### config.mk
export PLATFORM = sky130hd
export DESIGN_NAME = sliding_window_median_core_flat
export DESIGN_NICKNAME = d
export VERILOG_FILES = /design/src/rtl/swm_pkg.sv /design/src/rtl/swm_in_if.sv /design/src/rtl/swm_out_if.sv /design/src/rtl/sliding_window_median_core.sv /design/src/rtl/swm_cell.sv /design/src/flat_wrapper.sv
export SDC_FILE = /design/constraint.sdc
export NUM_CORES = 2
export LEC_CHECK = 0
export ABC_AREA = 1
export BUFFER_PORTS_ARGS = -buffer_cell sky130_fd_sc_hd__buf_4
export CELL_PAD_IN_SITES_DETAIL_PLACEMENT = 0
export CELL_PAD_IN_SITES_GLOBAL_PLACEMENT = 2
export CORE_ASPECT_RATIO = 0.5
export CORE_MARGIN = 5
export CORE_UTILIZATION = 40
export DETAILED_ROUTE_END_ITERATION = 12
export PLACE_DENSITY = 0.93
export SETUP_SLACK_MARGIN = 0.2
export SLEW_MARGIN = 20
export SYNTH_ARGS = -nofsm -noshare
export SYNTH_HDL_FRONTEND = slang
export SYNTH_HIERARCHICAL = 1
export SYNTH_SLANG_ARGS = --single-unit
export TNS_END_PERCENT = 1
### constraint.sdc
create_clock -name clk -period 15.1 [get_ports clk]
set_input_delay 3.02 -clock clk [delete_from_list [all_inputs] [get_ports clk]]
set_output_delay 3.02 -clock clk [all_outputs]
set_load 0.01 [all_outputs]
### src/rtl/swm_pkg.sv
`default_nettype none
package swm_pkg;

	localparam int SAMPLE_WIDTH = 16;
	localparam int WINDOW_MAX   = 16;
	localparam int CFG_W        = 5;
	localparam int IDX_W        = $clog2(WINDOW_MAX);
	localparam int AGE_W        = $clog2(WINDOW_MAX);
	localparam int AINC_W       = AGE_W + 1;
	localparam int FILL_W       = $clog2(WINDOW_MAX + 1);
	localparam int MED_W        = SAMPLE_WIDTH + 1;

	localparam logic [CFG_W-1:0] WS_RESET = CFG_W'(3);

	typedef enum logic [1:0] {
		OP_HOLD,
		OP_AGE,
		OP_COMPACT,
		OP_INSERT
	} op_t;

	typedef enum logic [2:0] {
		S_IDLE,
		S_AGE,
		S_COMPACT,
		S_INSERT,
		S_MEDIAN
	} state_t;

	typedef struct packed {
		logic                           valid;
		logic signed [SAMPLE_WIDTH-1:0] value;
		logic [AGE_W-1:0]               age;
	} cell_t;

	typedef struct packed {
		op_t                            op;
		logic                           restart;
		logic [FILL_W-1:0]              ws;
		logic signed [SAMPLE_WIDTH-1:0] sample;
	} cell_ctl_t;

endpackage
`default_nettype wire

### src/rtl/swm_in_if.sv
`default_nettype none
interface swm_in_if;
	logic                                    valid;
	logic                                    ready;
	logic signed [swm_pkg::SAMPLE_WIDTH-1:0] sample;
	logic                                    restart_window;
	logic                                    seq_end;

	modport source (output valid, output sample, output restart_window, output seq_end,
		input ready);
	modport sink (input valid, input sample, input restart_window, input seq_end,
		output ready);
endinterface
`default_nettype wire

### src/rtl/swm_out_if.sv
`default_nettype none
interface swm_out_if;
	logic                             valid;
	logic                             ready;
	logic signed [swm_pkg::MED_W-1:0] median_doubled;
	logic [swm_pkg::FILL_W-1:0]       window_fill;
	logic                             seq_end_out;

	modport source (output valid, output median_doubled, output window_fill,
		output seq_end_out, input ready);
	modport sink (input valid, input median_doubled, input window_fill,
		input seq_end_out, output ready);
endinterface
`default_nettype wire

### src/rtl/sliding_window_median_core.sv
`default_nettype none
// Running median filter over the most recent samples of a stream.
// The input channel carries one signed sample per word, with a restart flag
// that empties the window before the sample and an end flag that is passed
// through. The output channel gives one word per input word: twice the median
// of the window (exact for even fills), the number of samples used, and the
// end flag. The window size register is written with cfg_we; it takes effect
// on the next sample and must be written while the block is idle.
// The window lives in a row of cells kept in ascending order. Each sample
// goes through these steps from acceptance to a valid output word: age the
// cells and drop those that leave the window; close up the holes left by
// samples dropped from inside the row (normally one once the window is full,
// more after the window size is lowered, none on a restart), one compaction
// step per hole plus a final check; insert the sample; select the median.
// One sample is in the row at a time; a new one is accepted once it is done.
// The output word sits in its own register, so the next sample is taken while
// a finished word waits for the receiver; a stalled receiver then holds the
// row at its median step. Reset empties the window and sets the size to 3.
module sliding_window_median_core (
	input  wire logic                       clk,
	input  wire logic                       arst_n,
	swm_in_if.sink                          in_ch,
	swm_out_if.source                       out_ch,
	input  wire logic                       cfg_we,
	input  wire logic [swm_pkg::CFG_W-1:0]  cfg_wdata
);

	swm_pkg::state_t                        state_q, state_d;
	logic [swm_pkg::CFG_W-1:0]              ws_q;
	logic [swm_pkg::FILL_W-1:0]             ws_eff;
	logic signed [swm_pkg::SAMPLE_WIDTH-1:0] sample_q;
	logic                                   restart_q;
	logic                                   seq_end_q;
	swm_pkg::cell_ctl_t                     ctl;
	swm_pkg::op_t                           op;

	swm_pkg::cell_t                         cells [swm_pkg::WINDOW_MAX];
	logic [swm_pkg::WINDOW_MAX:0]           take_c;
	logic [swm_pkg::WINDOW_MAX:0]           hole_c;
	logic [swm_pkg::WINDOW_MAX-1:0]         gaps;
	logic                                   any_gap;

	logic [swm_pkg::FILL_W-1:0]             fill;
	logic [swm_pkg::FILL_W-1:0]             fill_dec;
	logic [swm_pkg::FILL_W-1:0]             hi_pos;
	logic [swm_pkg::IDX_W-1:0]              lo_idx;
	logic [swm_pkg::IDX_W-1:0]              hi_idx;
	logic signed [swm_pkg::SAMPLE_WIDTH-1:0] lo_val;
	logic signed [swm_pkg::SAMPLE_WIDTH-1:0] hi_val;
	logic signed [swm_pkg::MED_W-1:0]       med2;

	logic                                   out_free;
	logic                                   load_out;
	logic                                   out_valid_q;
	logic signed [swm_pkg::MED_W-1:0]       med_q;
	logic [swm_pkg::FILL_W-1:0]             fill_q;
	logic                                   seq_end_out_q;

	always_comb begin
		if (ws_q == '0) begin
			ws_eff = swm_pkg::FILL_W'(1);
		end else if (32'(ws_q) > swm_pkg::WINDOW_MAX) begin
			ws_eff = swm_pkg::FILL_W'(swm_pkg::WINDOW_MAX);
		end else begin
			ws_eff = swm_pkg::FILL_W'(ws_q);
		end
	end

	always_ff @(posedge clk or negedge arst_n) begin
		if (!arst_n) begin
			ws_q <= swm_pkg::WS_RESET;
		end else if (cfg_we) begin
			ws_q <= cfg_wdata;
		end
	end

	assign in_ch.ready = (state_q == swm_pkg::S_IDLE);

	always_ff @(posedge clk) begin
		if (in_ch.valid && in_ch.ready) begin
			sample_q  <= in_ch.sample;
			restart_q <= in_ch.restart_window;
			seq_end_q <= in_ch.seq_end;
		end
	end

	assign out_free = !out_valid_q || out_ch.ready;

	always_ff @(posedge clk or negedge arst_n) begin
		if (!arst_n) begin
			state_q <= swm_pkg::S_IDLE;
		end else begin
			state_q <= state_d;
		end
	end

	always_comb begin
		state_d  = state_q;
		op       = swm_pkg::OP_HOLD;
		load_out = 1'b0;
		case (state_q)
			swm_pkg::S_IDLE: begin
				if (in_ch.valid) begin
					state_d = swm_pkg::S_AGE;
				end
			end
			swm_pkg::S_AGE: begin
				op      = swm_pkg::OP_AGE;
				state_d = swm_pkg::S_COMPACT;
			end
			swm_pkg::S_COMPACT: begin
				if (any_gap) begin
					op = swm_pkg::OP_COMPACT;
				end else begin
					state_d = swm_pkg::S_INSERT;
				end
			end
			swm_pkg::S_INSERT: begin
				op      = swm_pkg::OP_INSERT;
				state_d = swm_pkg::S_MEDIAN;
			end
			swm_pkg::S_MEDIAN: begin
				if (out_free) begin
					load_out = 1'b1;
					state_d  = swm_pkg::S_IDLE;
				end
			end
			default: state_d = swm_pkg::S_IDLE;
		endcase
	end

	assign ctl.op      = op;
	assign ctl.restart = restart_q;
	assign ctl.ws      = ws_eff;
	assign ctl.sample  = sample_q;

	assign take_c[0] = 1'b0;
	assign hole_c[0] = 1'b0;

	for (genvar i = 0; i < swm_pkg::WINDOW_MAX; i++) begin : g_cell
		swm_pkg::cell_t left_n;
		swm_pkg::cell_t right_n;
		if (i == 0) begin : g_first
			assign left_n = '0;
		end else begin : g_mid_l
			assign left_n = cells[i-1];
		end
		if (i == swm_pkg::WINDOW_MAX - 1) begin : g_last
			assign right_n = '0;
		end else begin : g_mid_r
			assign right_n = cells[i+1];
		end
		swm_cell u_cell (
			.clk       (clk),
			.arst_n    (arst_n),
			.ctl       (ctl),
			.left      (left_n),
			.left_take (take_c[i]),
			.right     (right_n),
			.hole_in   (hole_c[i]),
			.data      (cells[i]),
			.take      (take_c[i+1]),
			.hole_out  (hole_c[i+1]),
			.gap       (gaps[i])
		);
	end

	assign any_gap = |gaps;

	always_comb begin
		fill   = '0;
		lo_val = '0;
		hi_val = '0;
		for (int i = 0; i < swm_pkg::WINDOW_MAX; i++) begin
			fill = fill + swm_pkg::FILL_W'(cells[i].valid);
		end
		fill_dec = fill - swm_pkg::FILL_W'(1);
		hi_pos   = fill >> 1;
		lo_idx   = fill_dec[swm_pkg::FILL_W-1:1];
		hi_idx   = hi_pos[swm_pkg::IDX_W-1:0];
		for (int i = 0; i < swm_pkg::WINDOW_MAX; i++) begin
			if (swm_pkg::IDX_W'(i) == lo_idx) begin
				lo_val = cells[i].value;
			end
			if (swm_pkg::IDX_W'(i) == hi_idx) begin
				hi_val = cells[i].value;
			end
		end
		med2 = swm_pkg::MED_W'(lo_val) + swm_pkg::MED_W'(hi_val);
	end

	always_ff @(posedge clk or negedge arst_n) begin
		if (!arst_n) begin
			out_valid_q <= 1'b0;
		end else if (load_out) begin
			out_valid_q <= 1'b1;
		end else if (out_ch.ready) begin
			out_valid_q <= 1'b0;
		end
	end

	always_ff @(posedge clk) begin
		if (load_out) begin
			med_q         <= med2;
			fill_q        <= fill;
			seq_end_out_q <= seq_end_q;
		end
	end

	assign out_ch.valid          = out_valid_q;
	assign out_ch.median_doubled = med_q;
	assign out_ch.window_fill    = fill_q;
	assign out_ch.seq_end_out    = seq_end_out_q;

endmodule
`default_nettype wire

### src/rtl/swm_cell.sv
`default_nettype none
module swm_cell (
	input  wire logic               clk,
	input  wire logic               arst_n,
	input  wire swm_pkg::cell_ctl_t ctl,
	input  wire swm_pkg::cell_t     left,
	input  wire logic               left_take,
	input  wire swm_pkg::cell_t     right,
	input  wire logic               hole_in,
	output swm_pkg::cell_t          data,
	output logic                    take,
	output logic                    hole_out,
	output logic                    gap
);

	logic                                    valid_q;
	logic signed [swm_pkg::SAMPLE_WIDTH-1:0] value_q;
	logic [swm_pkg::AGE_W-1:0]               age_q;
	logic [swm_pkg::AINC_W-1:0]              age_inc;
	logic                                    keep;

	assign age_inc  = {1'b0, age_q} + swm_pkg::AINC_W'(1);
	assign keep     = valid_q && !ctl.restart && (age_inc < swm_pkg::AINC_W'(ctl.ws));
	assign take     = !valid_q || (value_q > ctl.sample);
	assign hole_out = hole_in || !valid_q;
	assign gap      = valid_q && hole_in;
	assign data     = {valid_q, value_q, age_q};

	always_ff @(posedge clk or negedge arst_n) begin
		if (!arst_n) begin
			valid_q <= 1'b0;
		end else begin
			case (ctl.op)
				swm_pkg::OP_AGE: valid_q <= keep;
				swm_pkg::OP_COMPACT: begin
					if (hole_out) begin
						valid_q <= right.valid;
					end
				end
				swm_pkg::OP_INSERT: begin
					if (take) begin
						valid_q <= left_take ? left.valid : 1'b1;
					end
				end
				default: valid_q <= valid_q;
			endcase
		end
	end

	always_ff @(posedge clk) begin
		case (ctl.op)
			swm_pkg::OP_AGE: age_q <= age_inc[swm_pkg::AGE_W-1:0];
			swm_pkg::OP_COMPACT: begin
				if (hole_out) begin
					value_q <= right.value;
					age_q   <= right.age;
				end
			end
			swm_pkg::OP_INSERT: begin
				if (take) begin
					value_q <= left_take ? left.value : ctl.sample;
					age_q   <= left_take ? left.age : '0;
				end
			end
			default: age_q <= age_q;
		endcase
	end

endmodule
`default_nettype wire

### src/flat_wrapper.sv
// flat-port wrapper written by rule: the top's interface ports become plain ports
module sliding_window_median_core_flat 
  (clk, arst_n, cfg_we, cfg_wdata, in_ch_valid, in_ch_sample, in_ch_restart_window, in_ch_seq_end, in_ch_ready, out_ch_valid, out_ch_median_doubled, out_ch_window_fill, out_ch_seq_end_out, out_ch_ready);
  swm_in_if in_ch_i ();
  swm_out_if out_ch_i ();
  input  wire logic clk;
  input  wire logic arst_n;
  input  wire logic cfg_we;
  input  wire logic [swm_pkg::CFG_W-1:0] cfg_wdata;
  input wire logic [$bits(in_ch_i.valid)-1:0] in_ch_valid;
  input wire logic [$bits(in_ch_i.sample)-1:0] in_ch_sample;
  input wire logic [$bits(in_ch_i.restart_window)-1:0] in_ch_restart_window;
  input wire logic [$bits(in_ch_i.seq_end)-1:0] in_ch_seq_end;
  output wire logic [$bits(in_ch_i.ready)-1:0] in_ch_ready;
  output wire logic [$bits(out_ch_i.valid)-1:0] out_ch_valid;
  output wire logic [$bits(out_ch_i.median_doubled)-1:0] out_ch_median_doubled;
  output wire logic [$bits(out_ch_i.window_fill)-1:0] out_ch_window_fill;
  output wire logic [$bits(out_ch_i.seq_end_out)-1:0] out_ch_seq_end_out;
  input wire logic [$bits(out_ch_i.ready)-1:0] out_ch_ready;
  assign in_ch_i.valid = in_ch_valid;
  assign in_ch_i.sample = in_ch_sample;
  assign in_ch_i.restart_window = in_ch_restart_window;
  assign in_ch_i.seq_end = in_ch_seq_end;
  assign in_ch_ready = in_ch_i.ready;
  assign out_ch_valid = out_ch_i.valid;
  assign out_ch_median_doubled = out_ch_i.median_doubled;
  assign out_ch_window_fill = out_ch_i.window_fill;
  assign out_ch_seq_end_out = out_ch_i.seq_end_out;
  assign out_ch_i.ready = out_ch_ready;
  sliding_window_median_core u_core (.clk(clk), .arst_n(arst_n), .in_ch(in_ch_i), .out_ch(out_ch_i), .cfg_we(cfg_we), .cfg_wdata(cfg_wdata));
endmodule
Word-level counts from Yosys, hierarchy flattened:

Index checks and enable logic that the tools add are counted.

* register bits: 386
* bits of input ports: 28
* logic and storage cells: 568

* add/sub/neg operators: 33
* $lt $le $gt $ge: 33
* eq/ne operators: 72
* mux-type cells: 233
* reductions and logical operators: 140

Operator list (count)
* two-way mux 16 bit: 79
* one-hot mux 16 bit (2 select lines): 16
* greater-than comparator 16 bit: 16
* one-hot mux 4 bit (3 select lines): 16
* two-way mux 4 bit: 47
* AND reduction 3 bit: 33
* adder 4 x 1 -> 5 bit, second input constant: 16
* < comparator 5 bit: 16
* adder 5 x 1 -> 5 bit: 14
* inequality test 2 bit, second input constant: 34
* == test 4 bit, first input constant: 16
* two-way mux 1 bit: 51
* logical AND 1 bit: 48
* one-hot mux 1 bit (3 select lines): 16
* == test 3 x 4 -> 1 bit, first input constant: 8
* logical OR 1 bit: 32
* logical NOT 1 bit: 18
* adder 16 x 16 -> 17 bit: 1
* == test 2 x 4 -> 1 bit, first input constant: 4
* one-hot mux 3 bit (5 select lines): 1
* OR reduction 15 bit: 1
* two-way mux 5 bit: 2
* two-way mux 3 bit: 3
* == test 1 x 4 -> 1 bit, first input constant: 2
* 17 further kinds: 21

Logic depth before layout (Yosys ltp):

* depth in word-level cells: 34
* gate-level depth with buffers: 44
* gate-level depth less buffers: 42

Hierarchy:

The synthesis kept the hierarchy.

Modules (own cells, without submodules)
* swm_cell at u_core.g_cell[0].u_cell ...: times used 10, cells an instance 231, area an instance 1721.7 µm², seq. area each 625.6 µm²
* swm_cell at u_core.g_cell[4].u_cell ...: times used 6, cells an instance 237, area an instance 1746.7 µm², seq. area each 625.6 µm²
* sliding_window_median_core: times used 1, cells an instance 1138, area an instance 6770.2 µm², seq. area each 1458.9 µm²

Least setup slack after synthesis:

No wires, ideal clock.

* kind: flip-flop to flip-flop
* start: register u_core.g_cell[0].u_cell.valid_q
* end: register u_core/g_cell[4].u_cell/value_q[0] in the netlist's numbering (enable)
* library setup time: 0.364 ns
* arrival time: 9.634 ns
* data required time: 14.736 ns
* path slack: 5.102 ns
* cell stages (with the launch flop): 35
* path buffers: 1
* period minus slack after synthesis: 9.998 ns
* path through: dfrtp_1 -> nand2_1 -> inv_1 -> nand2_1 -> inv_1 -> nand2_1 -> inv_1 -> nand2_1 -> or2_1 -> or2_1 -> or2_1 -> or2_1 -> or2_1 -> or2_1 -> inv_1 -> nand2_1 -> inv_1 -> nand2_1 -> inv_1 -> nand2_1 -> inv_1 -> nand2_1 -> inv_1 -> nand2_1 -> nand2_1 -> inv_1 -> nor4_1 -> nand3_1 -> nor2_1 -> o21ai_0 -> nand2_2 -> clkbuf_1 -> nand2_1 -> nand2_1 -> inv_1

* cells in the longest elaborated chain, start to end: 22

Ends and longest elaborated chain
* from (decl): RTL line swm_cell.sv:16 `logic valid_q;`
* from (signal assigned): RTL line swm_cell.sv:34 `swm_pkg::OP_AGE: valid_q <= keep;`
* from (signal assigned): RTL line swm_cell.sv:37 `valid_q <= right.valid;`
* from (signal assigned): RTL line swm_cell.sv:42 `valid_q <= left_take ? left.valid : 1'b1;`
* logical NOT 1 bit *: RTL line swm_cell.sv:25 `assign hole_out = hole_in || !valid_q;`
* named net u_core.hole_c, one bit: RTL line sliding_window_median_core.sv:39 `logic [swm_pkg::WINDOW_MAX:0] hole_c;`
* logical OR 1 bit *: RTL line swm_cell.sv:25
* named net u_core.hole_c, one bit: RTL line sliding_window_median_core.sv:39
* logical OR 1 bit *: RTL line swm_cell.sv:25
* named net u_core.hole_c, one bit: RTL line sliding_window_median_core.sv:39
* logical OR 1 bit *: RTL line swm_cell.sv:25
* named net u_core.hole_c, one bit: RTL line sliding_window_median_core.sv:39
* [... 1 more ...]
* named net u_core.hole_c, one bit: RTL line sliding_window_median_core.sv:39
* [... 1 more ...]
* named net u_core.hole_c, one bit: RTL line sliding_window_median_core.sv:39
* [... 1 more ...]
* named net u_core.hole_c, one bit: RTL line sliding_window_median_core.sv:39
* [... 1 more ...]
* named net u_core.hole_c, one bit: RTL line sliding_window_median_core.sv:39
* [... 1 more ...]
* named net u_core.hole_c, one bit: RTL line sliding_window_median_core.sv:39
* [... 1 more ...]
* named net u_core.hole_c, one bit: RTL line sliding_window_median_core.sv:39
* [... 1 more ...]
* named net u_core.hole_c, one bit: RTL line sliding_window_median_core.sv:39
* [... 1 more ...]
* named net u_core.hole_c, one bit: RTL line sliding_window_median_core.sv:39
* [... 1 more ...]
* named net u_core.hole_c, one bit: RTL line sliding_window_median_core.sv:39
* [... 1 more ...]
* named net u_core.hole_c, one bit: RTL line sliding_window_median_core.sv:39
* [... 1 more ...]
* named net u_core.hole_c, one bit: RTL line sliding_window_median_core.sv:39
* [... 1 more ...]
* named net u_core.gaps, one bit: RTL line sliding_window_median_core.sv:40 `logic [swm_pkg::WINDOW_MAX-1:0] gaps;`
* OR reduction 15 bit *: RTL line sliding_window_median_core.sv:168 `assign any_gap = |gaps;`
* two-way mux 2 bit *: RTL line sliding_window_median_core.sv:112 `if (any_gap) begin`
* one-hot mux 2 bit (3 select lines) *: RTL line sliding_window_median_core.sv:101 `case (state_q)`
* named net u_core.op[1]: RTL line sliding_window_median_core.sv:35 `swm_pkg::op_t op;`
* == test 2 bit: RTL line swm_cell.sv:51 `case (ctl.op)`
* inequality test 2 bit (no line) / nonzero test 2 bit (equally long branches)
* AND reduction 3 bit (no line) *
* to (signal assigned): RTL line swm_cell.sv:55 `value_q <= right.value;`
* to (signal assigned): RTL line swm_cell.sv:61 `value_q <= left_take ? left.value : ctl.sample;`
* to (decl): RTL line swm_cell.sv:17 `logic signed [swm_pkg::SAMPLE_WIDTH-1:0] value_q;`

The timed path passes the listed nets; every way through them passes the cells marked *.
A chain may end at the register's enable or synchronous reset.

Worst setup path after layout:

* start: register u_core.g_cell[13].u_cell.valid_q
* end: register u_core.med_q (netlist bit u_core/out_ch.median_doubled[13]) (data pin)

* cells in the longest elaborated chain, start to end: 22

Ends and longest elaborated chain
* from (decl): RTL line swm_cell.sv:16
* from (signal assigned): RTL line swm_cell.sv:34
* from (signal assigned): RTL line swm_cell.sv:37
* from (signal assigned): RTL line swm_cell.sv:42
* adder 5 x 1 -> 5 bit * (3 in series): RTL line sliding_window_median_core.sv:175 `fill = fill + swm_pkg::FILL_W'(cells[i].valid);`
* named net u_core.fill, one bit: RTL line sliding_window_median_core.sv:43 `logic [swm_pkg::FILL_W-1:0] fill;`
* subtractor 5 x 1 -> 5 bit: RTL line sliding_window_median_core.sv:177 `fill_dec = fill - swm_pkg::FILL_W'(1);`
* logical NOT 4 bit: RTL line sliding_window_median_core.sv:182 `if (swm_pkg::IDX_W'(i) == lo_idx) begin`
* two-way mux 16 bit (16 in series): RTL line sliding_window_median_core.sv:182
* adder 16 x 16 -> 17 bit *: RTL line sliding_window_median_core.sv:189 `med2 = swm_pkg::MED_W'(lo_val) + swm_pkg::MED_W'(hi_val);`
* named net u_core.med2, one bit: RTL line sliding_window_median_core.sv:50 `logic signed [swm_pkg::MED_W-1:0] med2;`
* to (signal assigned): RTL line sliding_window_median_core.sv:204 `med_q <= med2;`
* to (decl): RTL line sliding_window_median_core.sv:55 `logic signed [swm_pkg::MED_W-1:0] med_q;`

Marks and branches as above.

==> summary.md <==
| Metric | Value |
|---|---|
| Highest Clock Rate | 107 MHz |
| Max cap viols | 0 |
| Row count | 76 |
| Layout cells sized above 1 | 7.39% |
| Detailed placement HPWL | 94600 µm |
| Final #Nets | 5305 |
| Largest net degree at the start of global routing | 50 |
| CTS Buffer Depth | 3 |
| Detailed Route WL | 127000 µm |
| Critical path's largest stage delay | 0.80 ns |
| CP top delay family | adder cells |
| Initial DRT Pass Iterations | 6 |
| Final Skew | 0.0294 ns |
| Hold crit path type | flop to flop |
| Die Y | 218 µm |
| PortBufs | 52 |
| Worst-path maximum fanout | 16 |
| WL met3 | 10000 µm |
| Arrival @ worst endpoint | 9.69 ns |
| Ys Warns | 6 |
| DRT iter0 DRCs | 3269 |
| Initial antenna violation count | 1 |
| Worst setup SP type | flop |
| Total negative slack | 0 ns |
| Core box area | 85800 µm² |
| Hold Path Depth | 0 |
| TritonCTS clock tree | built |
| Vias post-DR | 32900 |
| Hold WS | 0.427 ns |
| Post-place setup slack | 5.66 ns |
| Final hold vios | 0 |
| Slew Viols, Final | 0 |
| Status | finished, final reports clean |
| Placed Cells | 6032 |
| Inserted Diodes | 0 |
| CP Depth | 35 |
| Wirelength per Cell | 20.7 µm |
| Total gr overflow | 0 |
| Critical path buffers and inverters | 7 |
| I/O pins | 53 |
| Crit path top cell by count | inv_1 |
| Clock Sinks | 386 |
| Routability Congestion | 0.932 |
| CTS buffer count | 44 |
| Number of remaining DRC errors | 0 |
| Vias in the first global route | 31600 |
| Via density | 5.39 |
| Root buffer cell | clkbuf_16 |
| WL met1 | 59200 µm |
| Reg2reg path depth | 35 |
| Hold Buf Count CTS | 0 |
| H-tree levels | 2 |
| Slew of the pin with the lowest slew margin | 1.05 ns |
| Post-route clock period utilization | 61.8% |
| Endpoints failing setup | 0 |
| Tmin final | 9.32 ns |
| # resized after CTS | 0 |
| Top sig layer | met5 |
| Initial Util | 40.2% |
| Die ar. | 92500 µm² |
| Setup ws final | 5.78 ns |
| Leakage | 0.0185 µW |
| CP Data Required Time | 15.46 ns |
| Antenna-violating nets left | 0 |
| PD cells | 264 nW/µm² |
| RSZ-0062 raised after global routing | no |
| Cell count after synthesis | 4869 |
| P&R area growth vs syn | 8.84% |
| Slew headroom | 29.9% |
| Peak supply drop | 0.000145 V |
| Slowest cell on the critical path | nor2_1 |
| Post-Syn Area | 34500 µm² |
| DR WL met2 | 55000 µm |
| Worst setup EP type | flop |
| Mapped Avg Cell Area | 7.08 µm² |
| First-pass GRT wire length | 192000 µm |
| WS Path Type | flop to flop |
| Final Instance Count excl. Fillers | 6111 |
| Die W | 425 µm |
| Clock latency on the worst-skew pair | 0.62 ns |
| Post-CTS Setup Inserts | 0 |
| Total GRT Usage | 26.7% |
| Clock slew at reported path FFs | 0.07 ns |
| Filler Cell Count | 8844 |
==> final cells by class <==
cell class,instances,area [µm²],share of cell area [%]
multi-input combinational,3648,19800,52.7
sequential,386,11500,30.6
inverter,744,2810,7.49
tap,1170,1460,3.90
clock buffer,56,1190,3.17
timing repair buffer,84,631,1.68
clock inverter,23,170,0.454
==> cell usage in the layout (no fill, tap or decap), types with 30 or more instances in the layout <==
cell type  count
clkbuf_16     46
o21ai_1       30
ha_1         358
a21oi_1      691
nand2_1     1332
nand3_1      224
nand4_1       76
conb_1        45
nand2_2       66
xor2_1        42
o21ai_0       51
inv_2         68
buf_4         84
edfxtp_1     361
nor2_1       494
inv_1        663
==> state kept, by name (all words and copies together) (netlist names) <==
name and cells:
u_core/out_ch.valid 1, u_core/out_ch.median_doubled 17, u_core/out_ch.seq_end_out 1, u_core/state_q 3, u_core/g_cell.u_cell/age_q 64, u_core/out_ch.window_fill 5, u_core/seq_end_q 1, u_core/restart_q 1
u_core/ws_q 5, u_core/sample_q 16, u_core/g_cell.u_cell/value_q 256, u_core/g_cell.u_cell/valid_q 16
==> metal layers <==
layer / vias up / track usage (%)
met3: 145 / 4.02
met5: - / 0
met2: 1154 / 42.2
li1: 16000 / -
met4: 2 / 5.35
met1: 15600 / 38.9
==> worst paths after layout <==
kind	end	startpoint	slack, ns
max	u_core/out_ch.median_doubled[13]	u_core/g_cell[13].u_cell/valid_q	5.78
min	u_core/out_ch.seq_end_out	u_core/seq_end_q	0.43
max reg2reg	u_core/out_ch.median_doubled[13]	u_core/g_cell[13].u_cell/valid_q	5.78
min reg2reg	u_core/out_ch.seq_end_out	u_core/seq_end_q	0.43
max in group asynchronous	u_core/ws_q[0]	arst_n	12.36
min in group asynchronous	u_core/g_cell[15].u_cell/valid_q	arst_n	2.36
==> per-stage QoR <==
step	power, µW	cell area [µm²]	utilization, %
2_1_floorplan	6730	34600	-
3_3_place_gp	8620	36100	42.1
3_5_place_dp	8730	36100	42.1
4_1_cts	9870	37500	43.7
5_1_grt	10800	37500	43.7
6_report	9920	37500	43.7
==> report_power, final <==
group | switching [µW] | total, µW | leakage [µW] | internal (µW)
combinational | 3820 | 5810 | 0.0142 | 1990
sequential | 879 | 3010 | 0.00370 | 2130
clock | 508 | 1100 | 0.000665 | 590
Note: power is estimated with default switching activity, not from simulation.
